$ cat src/rtl/core/integer_to_ascii_digits_defines.svh
// assertion macros for the integer to ascii digits block
`ifndef INTEGER_TO_ASCII_DIGITS_DEFINES_SVH
`define INTEGER_TO_ASCII_DIGITS_DEFINES_SVH

`ifndef SYNTHESIS
// checked only out of reset
`define ITAD_ASSERT(label, prop) \
    label: assert property (@(posedge i_clk) disable iff (!i_rst_n) prop) \
        else $error("itad check failed");
// checked in every cycle, reset included
`define ITAD_ASSERT_ALWAYS(label, prop) \
    label: assert property (@(posedge i_clk) prop) \
        else $error("itad check failed");
`else
`define ITAD_ASSERT(label, prop)
`define ITAD_ASSERT_ALWAYS(label, prop)
`endif

`endif

$ cat src/rtl/core/itad_pkg.sv
// types, constants and microprogram for the integer to ascii digits block
package itad_pkg;

    localparam int unsigned ValueWidth = 32;
    localparam int unsigned NumBcd     = 10;
    localparam int unsigned BcdWidth   = 4 * NumBcd;
    localparam int unsigned PcWidth    = 3;

    localparam logic [7:0] ChZero  = 8'h30;
    localparam logic [7:0] ChA     = 8'h61;
    localparam logic [7:0] ChMinus = 8'h2d;
    localparam logic [3:0] Radix   = 4'd10;

    localparam logic [5:0] DabbleSteps = 6'd32;
    localparam logic [3:0] DigitsFull  = 4'd10;

    typedef enum logic [2:0] {
        OP_NONE,
        OP_LOAD,
        OP_DABBLE,
        OP_STRIP,
        OP_EMIT_SIGN,
        OP_EMIT_DIGIT,
        OP_EMIT_LAST
    } t_op;

    typedef enum logic [2:0] {
        COND_ALWAYS,
        COND_NOT_START,
        COND_CNT_NZ,
        COND_LEAD_ZERO,
        COND_NEG,
        COND_MORE
    } t_cond;

    typedef struct packed {
        t_op                op;
        t_cond              cond;
        logic               gate;    // when set, op only runs when the condition holds
        logic [PcWidth-1:0] target;
    } t_ctrl;

    typedef struct packed {
        logic start;
        logic cnt_nz;
        logic lead_zero;
        logic neg;
        logic more;
    } t_flags;

    typedef struct packed {
        t_op  op;
        logic run;
    } t_exec;

    localparam logic [PcWidth-1:0] StepIdle   = 3'd0;
    localparam logic [PcWidth-1:0] StepDabble = 3'd1;
    localparam logic [PcWidth-1:0] StepStrip  = 3'd2;
    localparam logic [PcWidth-1:0] StepSign   = 3'd3;
    localparam logic [PcWidth-1:0] StepDigit  = 3'd4;
    localparam logic [PcWidth-1:0] StepLast   = 3'd5;

    // microprogram: a true condition jumps to target, otherwise fall through
    function automatic t_ctrl itad_rom(input logic [PcWidth-1:0] pc);
        t_ctrl w;
        case (pc)
            StepIdle:   w = '{op: OP_LOAD,       cond: COND_NOT_START, gate: 1'b0,
                              target: StepIdle};
            StepDabble: w = '{op: OP_DABBLE,     cond: COND_CNT_NZ,    gate: 1'b1,
                              target: StepDabble};
            StepStrip:  w = '{op: OP_STRIP,      cond: COND_LEAD_ZERO, gate: 1'b1,
                              target: StepStrip};
            StepSign:   w = '{op: OP_EMIT_SIGN,  cond: COND_NEG,       gate: 1'b1,
                              target: StepDigit};
            StepDigit:  w = '{op: OP_EMIT_DIGIT, cond: COND_MORE,      gate: 1'b1,
                              target: StepDigit};
            StepLast:   w = '{op: OP_EMIT_LAST,  cond: COND_ALWAYS,    gate: 1'b0,
                              target: StepIdle};
            default:    w = '{op: OP_NONE,       cond: COND_ALWAYS,    gate: 1'b0,
                              target: StepIdle};
        endcase
        return w;
    endfunction

    function automatic logic [7:0] itad_char(input logic [3:0] d);
        logic [7:0] c;
        if (d < Radix) begin
            c = ChZero + {4'd0, d};
        end else begin
            c = ChA + {4'd0, d - Radix};
        end
        return c;
    endfunction

endpackage

$ cat src/rtl/core/itad_seq.sv
// microcode sequencer: step counter, control rom and jump logic
module itad_seq (
    input  logic            i_clk,
    input  logic            i_rst_n,
    input  itad_pkg::t_flags i_flags,
    output itad_pkg::t_exec o_exec,
    output logic            o_busy
);
    import itad_pkg::*;

    logic [PcWidth-1:0] r_pc;
    logic [PcWidth-1:0] n_pc;
    t_ctrl              w_ctrl;
    logic               w_cond;

    assign w_ctrl = itad_rom(r_pc);

    always_comb begin
        case (w_ctrl.cond)
            COND_ALWAYS:    w_cond = 1'b1;
            COND_NOT_START: w_cond = !i_flags.start;
            COND_CNT_NZ:    w_cond = i_flags.cnt_nz;
            COND_LEAD_ZERO: w_cond = i_flags.lead_zero;
            COND_NEG:       w_cond = i_flags.neg;
            COND_MORE:      w_cond = i_flags.more;
            default:        w_cond = 1'b1;
        endcase
    end

    always_comb begin
        n_pc = w_cond ? w_ctrl.target : r_pc + 1'b1;
    end

    assign o_exec.op  = w_ctrl.op;
    assign o_exec.run = !w_ctrl.gate || w_cond;
    assign o_busy     = (r_pc != StepIdle);

    always_ff @(posedge i_clk) begin
        if (!i_rst_n) begin
            r_pc <= StepIdle;
        end else begin
            r_pc <= n_pc;
        end
    end

endmodule

$ cat src/rtl/core/integer_to_ascii_digits.sv
// top level: 32-bit word to ascii decimal or hex characters
//
//  channel | direction | transfer when       | payload
//  --------+-----------+---------------------+-------------------------
//  command | in        | start & !busy       | i_value, i_hex_mode
//  result  | out       | o_strobe (1 cycle)  | o_character, o_last
//
// a command lasts as long whatever its value, for a given mode:
//   load, double-dabble loop in decimal (no shifts in hex), then print
// strips trade one for one with digits, and the sign slot is spent even when positive
// busy falls with the last character, which shows in the first cycle with busy low
// synchronous active-low reset clears the step counter and strobe only
// the receiver cannot stall: each character is taken in its one cycle
module integer_to_ascii_digits (
    input  logic                          i_clk,
    input  logic                          i_rst_n,
    input  logic                          start,
    output logic                          busy,
    input  logic [itad_pkg::ValueWidth-1:0] i_value,
    input  logic                          i_hex_mode,
    output logic [7:0]                    o_character,
    output logic                          o_last,
    output logic                          o_strobe
);
    import itad_pkg::*;
    `include "integer_to_ascii_digits_defines.svh"

    // datapath registers
    logic [ValueWidth-1:0] r_bin;    // binary shifted out during conversion
    logic [BcdWidth-1:0]   r_bcd;    // digit nibbles, most significant on top
    logic [5:0]            r_cnt;    // shift-add steps left
    logic [3:0]            r_ndig;   // nibbles still to strip or print
    logic                  r_neg;
    logic [7:0]            r_char;
    logic                  r_last;
    logic                  r_strobe;

    logic [ValueWidth-1:0] n_bin;
    logic [BcdWidth-1:0]   n_bcd;
    logic [5:0]            n_cnt;
    logic [3:0]            n_ndig;
    logic                  n_neg;
    logic [7:0]            n_char;
    logic                  n_last;
    logic                  n_strobe;

    logic [BcdWidth-1:0]   w_adj;
    logic [3:0]            w_top;
    t_flags                w_flags;
    t_exec                 w_exec;

    itad_seq u_seq (
        .i_clk   (i_clk),
        .i_rst_n (i_rst_n),
        .i_flags (w_flags),
        .o_exec  (w_exec),
        .o_busy  (busy)
    );

    assign w_top = r_bcd[BcdWidth-1 -: 4];

    assign w_flags.start     = start;
    assign w_flags.cnt_nz    = (r_cnt != '0);
    assign w_flags.lead_zero = (w_top == 4'd0) && (r_ndig > 4'd1);
    assign w_flags.neg       = r_neg;
    assign w_flags.more      = (r_ndig > 4'd1);

    // add 3 to every nibble of five or more before the shift
    always_comb begin
        for (int i = 0; i < NumBcd; i++) begin
            if (r_bcd[4*i +: 4] >= 4'd5) begin
                w_adj[4*i +: 4] = r_bcd[4*i +: 4] + 4'd3;
            end else begin
                w_adj[4*i +: 4] = r_bcd[4*i +: 4];
            end
        end
    end

    always_comb begin
        n_bin    = r_bin;
        n_bcd    = r_bcd;
        n_cnt    = r_cnt;
        n_ndig   = r_ndig;
        n_neg    = r_neg;
        n_char   = r_char;
        n_last   = r_last;
        n_strobe = 1'b0;
        if (w_exec.run) begin
            case (w_exec.op)
                OP_LOAD: begin
                    n_ndig = DigitsFull;
                    if (i_hex_mode) begin
                        // nibbles are the hex digits already
                        n_neg = 1'b0;
                        n_bin = '0;
                        n_bcd = {{(BcdWidth-ValueWidth){1'b0}}, i_value};
                        n_cnt = '0;
                    end else begin
                        // magnitude of the most negative word still fits unsigned
                        n_neg = i_value[ValueWidth-1];
                        n_bin = i_value[ValueWidth-1] ? (~i_value + 1'b1) : i_value;
                        n_bcd = '0;
                        n_cnt = DabbleSteps;
                    end
                end
                OP_DABBLE: begin
                    n_bcd = {w_adj[BcdWidth-2:0], r_bin[ValueWidth-1]};
                    n_bin = {r_bin[ValueWidth-2:0], 1'b0};
                    n_cnt = r_cnt - 1'b1;
                end
                OP_STRIP: begin
                    n_bcd  = {r_bcd[BcdWidth-5:0], 4'd0};
                    n_ndig = r_ndig - 1'b1;
                end
                OP_EMIT_SIGN: begin
                    n_char   = ChMinus;
                    n_last   = 1'b0;
                    n_strobe = 1'b1;
                end
                OP_EMIT_DIGIT: begin
                    n_char   = itad_char(w_top);
                    n_last   = 1'b0;
                    n_strobe = 1'b1;
                    n_bcd    = {r_bcd[BcdWidth-5:0], 4'd0};
                    n_ndig   = r_ndig - 1'b1;
                end
                OP_EMIT_LAST: begin
                    n_char   = itad_char(w_top);
                    n_last   = 1'b1;
                    n_strobe = 1'b1;
                end
                default: begin
                    n_strobe = 1'b0;
                end
            endcase
        end
    end

    always_ff @(posedge i_clk) begin
        if (!i_rst_n) begin
            r_strobe <= 1'b0;
        end else begin
            r_strobe <= n_strobe;
        end
    end

    always_ff @(posedge i_clk) begin
        r_bin  <= n_bin;
        r_bcd  <= n_bcd;
        r_cnt  <= n_cnt;
        r_ndig <= n_ndig;
        r_neg  <= n_neg;
        r_char <= n_char;
        r_last <= n_last;
    end

    assign o_character = r_char;
    assign o_last      = r_last;
    assign o_strobe    = r_strobe;

    // a character only follows a cycle of work
    `ITAD_ASSERT(a_strobe_after_busy, o_strobe |-> $past(busy))
    // an accepted command keeps the block busy in the next cycle
    `ITAD_ASSERT(a_start_busy, (start && !busy) |=> busy)
    // the final character closes the command: busy already dropped
    `ITAD_ASSERT(a_last_ends_cmd, (o_strobe && o_last) |-> !busy)
    // no character comes out of reset
    `ITAD_ASSERT_ALWAYS(a_reset_quiet, !i_rst_n |=> !o_strobe)

endmodule
$ cat config.mk
export PLATFORM = sky130hd
export DESIGN_NAME = integer_to_ascii_digits
export DESIGN_NICKNAME = d
export VERILOG_FILES = /design/src/rtl/core/itad_pkg.sv /design/src/rtl/core/itad_seq.sv /design/src/rtl/core/integer_to_ascii_digits.sv
export VERILOG_INCLUDE_DIRS = /design/src /design/src/rtl/core
export SDC_FILE = /design/constraint.sdc
export NUM_CORES = 1
export LEC_CHECK = 0
export ABC_CLOCK_PERIOD_IN_PS = 6700
export BUFFER_PORTS_ARGS = -buffer_cell sky130_fd_sc_hd__buf_2
export CAP_MARGIN = 20
export CORE_UTILIZATION = 43
export DETAILED_ROUTE_END_ITERATION = 8
export PLACE_DENSITY = 0.62
export SYNTH_ARGS = -nofsm -noshare
export SYNTH_HDL_FRONTEND = slang
export SYNTH_SLANG_ARGS = --single-unit
$ cat constraint.sdc
create_clock -name i_clk -period 6.7 [get_ports i_clk]
set_input_delay 0.67 -clock i_clk [delete_from_list [all_inputs] [get_ports i_clk]]
set_output_delay 0.67 -clock i_clk [all_outputs]
set_load 0.05 [all_outputs]
Yosys cells after proc, flatten, opt, wreduce, memory -nomap -nowiden --
Index checks and enable logic that the tools add are counted.
Operators by class: bitwise gates (word level) 1, multiplexer cells 25, reductions and logical operators 24, add/sub/neg operators 17, equal/unequal tests 16, magnitude comparators 12
Operators by type and width (number):
- 40-bit case mux with 3 select lines | 1
- 32-bit 2-to-1 mux | 3
- 32-bit case mux with 2 select lines | 1
- 10-bit case mux with 6 select lines | 1
- 4-bit by 3-bit >= comparator with 1-bit output, second input constant | 10
- 4-bit by 2-bit adder with 4-bit output, second input constant | 9
- 4-bit 2-to-1 mux | 9
- 32-bit by 1-bit adder with 32-bit output, second input constant | 1
- 32-bit NOT | 1
- 3-bit equality test, second input constant | 7
- 3-bit by 2-bit equality test with 1-bit output, second input constant | 6
- 8-bit case mux with 2 select lines | 1
- 2-bit AND reduction | 7
- 6-bit case mux with 2 select lines | 1
- 3-bit by 1-bit equality test with 1-bit output, second input constant | 3
- 7-bit by 4-bit adder with 8-bit output, first input constant | 1
- 8-bit 2-to-1 mux | 1
- 4-bit case mux with 2 select lines | 1
- 2-bit nonzero test | 4
- 6-bit by 4-bit adder with 7-bit output, first input constant | 1
- 3-bit 2-to-1 mux | 2
- 6-bit 2-to-1 mux | 1
- 3-bit nonzero test | 2
- 6-bit nonzero test | 1
- 17 further kinds | 20
Word-level totals: output and inout port bits 11, register bits 96, bits of input ports 36, word-level logic and storage cells 104

Longest topological paths before layout --
depth in word-level cells 6, gate-level depth with buffers 10, depth with buffers taken out 7

By module --
A second synthesis with hierarchy kept.
Second synthesis, totals: cells, all modules 618, area total of the unflattened synthesis 6107.1 µm²
By module, submodules not included:
- integer_to_ascii_digits | times used 1, area an instance 5773.0 µm², cells an instance 573, sequential area each 2722.6 µm²
- itad_seq | times used 1, area an instance 334.1 µm², cells an instance 45, sequential area each 60.1 µm²

Least setup slack after synthesis --
No wires, ideal clock.
kind register to register, from register u_seq.r_pc[2], to register r_bin[0] (enable), library setup time 0.488 ns, stages on the path, launching flop included 9, clock period less this slack 5.206 ns, setup slack 1.494 ns, arrival time 4.718 ns, required time 6.212 ns, path buffers 1, cell sequence dfxtp_1 > clkbuf_1 > inv_1 > ha_1 > or4_1 > nand3_1 > o211ai_2 > o2111ai_2 > nor3b_1
On the way: cells in the longest elaborated chain, start to end 6, elaborated cells on any way between the ends 19, those cells by class 12 x eq/ne; 2 x mux; 5 x reduce/logical
Ends and longest elaborated chain:
- from (decl) | line itad_seq.sv:11 | logic [PcWidth-1:0] r_pc;
- from (signal assigned) | line itad_seq.sv:40 | r_pc <= StepIdle;
- from (signal assigned) | line itad_seq.sv:42 | r_pc <= n_pc;
- 3-bit equality test (tied with other cells) | line itad_pkg.sv:66 | case (pc)
- 10-bit case mux with 6 select lines * | line itad_pkg.sv:66
- 3-bit equality test (tied with other cells) | line itad_seq.sv:19 | case (w_ctrl.cond)
- 1-bit case mux with 5 select lines | line itad_seq.sv:19
- 1-bit logical OR | line itad_seq.sv:35 | assign o_exec.run = !w_ctrl.gate || w_cond;
- 2-bit AND reduction (no source line) *
- to (signal assigned) | line integer_to_ascii_digits.sv:148 | r_bin <= n_bin;
- to (decl) | line integer_to_ascii_digits.sv:29 | logic [ValueWidth-1:0] r_bin;
Every way passes the cells marked *; elsewhere a longest branch is shown, timed or not. A chain may end at the register's enable or synchronous reset.

Worst setup path in the final report --
from register u_seq.r_pc[2], to register r_bcd[16] (enable)
On the way: cells in the longest elaborated chain, start to end 6, elaborated cells on any way between the ends 22, those cells by class 14 x eq/ne; 2 x mux; 6 x reduce/logical
Ends and longest elaborated chain:
- 3-bit equality test (tied with other cells) | line itad_pkg.sv:66
- 10-bit case mux with 6 select lines * | line itad_pkg.sv:66
- 3-bit equality test (tied with other cells) | line itad_seq.sv:19
- 1-bit case mux with 5 select lines / 2-bit OR reduction (equally long branches)
- 1-bit logical OR / 3-bit nonzero test (equally long branches)
- 2-bit AND reduction (no source line) *
- to (signal assigned) | line integer_to_ascii_digits.sv:149 | r_bcd <= n_bcd;
- to (decl) | line integer_to_ascii_digits.sv:30 | logic [BcdWidth-1:0] r_bcd;
Marks and branches as above.

==> summary.md <==
| Metric | Value |
|---|---|
| Tot Pwr | 3.54 mW |
| Reg2reg setup slack | 3.44 ns |
| Sequential area share after synthesis | 45.6% |
| Int Pwr | 2.05 mW |
| Buffers on Ports | 44 |
| Commonest non-fill, non-tap cell in the layout | edfxtp_1 |
| Max-slew violation count | 0 |
| Die width | 121 um |
| R2R depth | 7 |
| Post-DP Area | 0.00648 mm2 |
| Fin crit share | 48.6% |
| Cells after Synth | 614 |
| Initial antenna violation count | 0 |
| Placer congestion estimate | 0.921 |
| DR iter-0 viols | 359 |
| Main synth FF type | edfxtp_1 |
| Final clock skew | 0.00637 ns |
| Cell area after layout | 0.00672 mm2 |
| Worst EP required | 6.66 ns |
| Pre-CTS setup slack | 3.46 ns |
| Global route overflow | 0 |
| Ys async rst share | 0% |
| Worst-Margin Slew | 0.997 ns |
| CTS clk-pin slew, worst paths | 0.06 ns |
| Worst hold path class | reg2reg |
| # rows | 43 |
| Clock root buffer | clkbuf_16 |
| Netlist Area Pre-Place | 0.00610 mm2 |
| Worst Setup End Kind | register |
| First-pass iteration count of the detailed router | 5 |
| Switching Share | 42.3% |
| Arrival time worst endpoint | 3.22 ns |
| Setup TNS | 0 ns |
| Ratio of cells with drive above 1 in the final layout | 11.1% |
| Io pins | 47 |
| Worst setup margin | 3.44 ns |
| Non-filler instance count after layout | 829 |
| Final hold vios | 0 |
| Clk sink count | 94 |
| Hold_buf cts | 0 |
| Detailed placer's ending HPWL | 9090 um |
| WL final | 13400 um |
| Clock Latency Late Sink | 0.34 ns |
| Peak Freq | 307 MHz |
| Leakage Power | 2.55 nW |
| Global-route wire length before repair | 22600 um |
| RSZ-0062 raised after global routing | false |
| Netlist cell types | 57 |
| Max IR drop VDD | 0.326 mV |
| Die Area | 0.0147 mm2 |
| Number of global-route vias before repair | 4565 |
| Final ANT Viol Nets | 0 |
| Hold Startpoint | r_bin[4] |
| DR vias | 4681 |
| EDFF count, synth | 90 |
| NetSw | 1.50 mW |
| Die Y-Extent | 121 um |
| Warnings from Yosys | 0 |
| Placed cells | 814 |
| Pin count of the biggest net entering global routing | 46 |
| Status | finished, final reports clean |
| RR Startpoint | u_seq.r_pc[2] |
| GRT Overall Usage | 19.4% |
| Initial Utilization | 44.0% |
| Max Buffers Root-to-Sink | 2 |
| Kind of critical path | reg2reg |
| Post-CTS setup buffer count | 0 |
| #FFs+latches synth | 94 |
| Reg power frac | 38.9% |
| Setup Viol. Count Final | 0 |
| Worst Hold End | r_bin[5] |
| Relative slew slack | 33.5% |
| Startpoint types | register |
| Area delta synth->final | 10.2% |
| Clock power share | 12.6% |
| # DRC | 0 |
| Wire per inst | 16.2 um |
| Syn_nets | 684 |
| ANT cells | 0 |
| CTS tree | built |
| CP Max Fanout | 40 |
| Filler cells | 1317 |
| Comb pwr share | 48.5% |
| Nets | 715 |
| Maxcap violations | 0 |
| Hold path depth | 2 |
| Synthesized area per cell | 9.94 um2 |
| RR Endpoint | r_bcd[16] |
| Tmin final | 3.26 ns |
| TritonCTS buffer count | 9 |
| Most frequent cells in the layout | 90 x edfxtp_1, 73 x nand2_1, 44 x nor2_1, 44 x buf_2, 39 x o21ai_0 |
| Avg Vias per Cell | 5.65 |
| H-tree Lvls | 3 |
| P per Cell Area | 527 mW/mm2 |
| Core area | 0.0139 mm2 |
| Post-CTS Resized | 0 |
-- worst max path at each step --
stage	from	to	slack, ns
after floorplan	u_seq.r_pc[2]	r_bin[0]	1.49
after global placement	u_seq.r_pc[2]	r_bcd[25]	3.59
after detailed placement	u_seq.r_pc[2]	r_bcd[25]	3.46
after CTS	u_seq.r_pc[2]	r_bcd[22]	3.44
after global routing	u_seq.r_pc[2]	r_bcd[7]	3.21
final	u_seq.r_pc[2]	r_bcd[16]	3.44
-- final cells by class --
cell class / count / area (um2) / share of cell area, %
Clock buffer: 11 / 233 / 3.46
Clock inverter: 4 / 15.0 / 0.223
Inverter: 34 / 128 / 1.90
Multi-Input combinational cell: 456 / 3080 / 45.7
Sequential cell: 94 / 2780 / 41.4
Tap cell: 180 / 225 / 3.35
Timing Repair Buffer: 50 / 265 / 3.94
-- worst max-delay path, stage by stage, from the launching register on --
cell and delay [ns]:
dfxtp_1 0.47, inv_1 0.16, ha_1 0.33, or4_1 0.61
nand3_1 0.13, o211ai_2 0.11, o2111ai_2 0.17, o21a_2 0.87
-- per-stage QoR --
step / utilization, % / hold WS [ns]
5_1_grt: 48.4 / 0.556
4_1_cts: 48.4 / 0.525
3_3_place_gp: 46.7 / 0.503
2_1_floorplan: - / 0.495
6_report: 48.4 / 0.527
3_5_place_dp: 46.7 / 0.509
-- flip-flops by register name (all words and copies together), names as in the netlist, 3 cells and up --
name         cells
r_cnt            6
u_seq.r_pc       3
r_ndig           4
r_bcd           40
o_character      6
r_bin           32
-- synthesized netlist by cell type, drive strengths merged, types with 3 or more instances --
cell    instances  area (um2)
nor3            6        35.0
nor2           45         169
a221o          28         280
and3            4        25.0
edfxtp         90        2700
xor2           32         280
xnor2          17         149
o31ai          20         155
nor2b          10        62.6
nand3           7        40.0
o41ai           8        77.6
nand2          73         274
buf             7        38.8
nor3b          13        97.6
and2            3        18.8
nand2b         16         100
nor4            7        50.1
a21oi          29         145
or3             5        36.3
a21o            4        30.0
dfxtp           4        80.1
mux2i           6        60.1
a22o            3        26.3
clkbuf         23        86.3
o21ai          52         260
a211oi          8        60.1
ha             34         425
inv            34         128
-- routing by layer --
metal	GRT usage (%)	vias to the layer above	routed length (um)
li1	-	2322	-
met1	27.5	2254	6650
met2	30.8	90	6180
met3	2.40	15	405
met4	6.40	0	185
met5	0	-	0
-- power groups by stage --
| stage | registers (mW) | logic (mW) | clock network [mW] |
|---|---|---|---|
| after global placement | 1.38 | 1.68 | 0 |
| final | 1.38 | 1.72 | 0.448 |
| after detailed placement | 1.39 | 1.73 | 0 |
| after CTS | 1.38 | 1.74 | 0.463 |
| after global routing | 1.42 | 1.94 | 0.475 |
| after floorplan | 1.37 | 1.32 | 0 |
-- cell families (layout without fill, tap and decap cells) --
group / count (synthesis) / count (layout) / synth area share (%)
XOR/XNOR: 49 / 49 / 7.03
adder cells (fa/ha/maj): 34 / 34 / 6.97
flip-flops: 94 / 94 / 45.6
AND/OR/NAND/NOR: 198 / 198 / 16.0
AO/OA/AOI/OAI: 167 / 167 / 19.1
buffers and inverters: 64 / 99 / 4.14
multiplexers: 6 / 6 / 0.984
other: 2 / 2 / 0.123
Power figures use the tool's default switching activity.
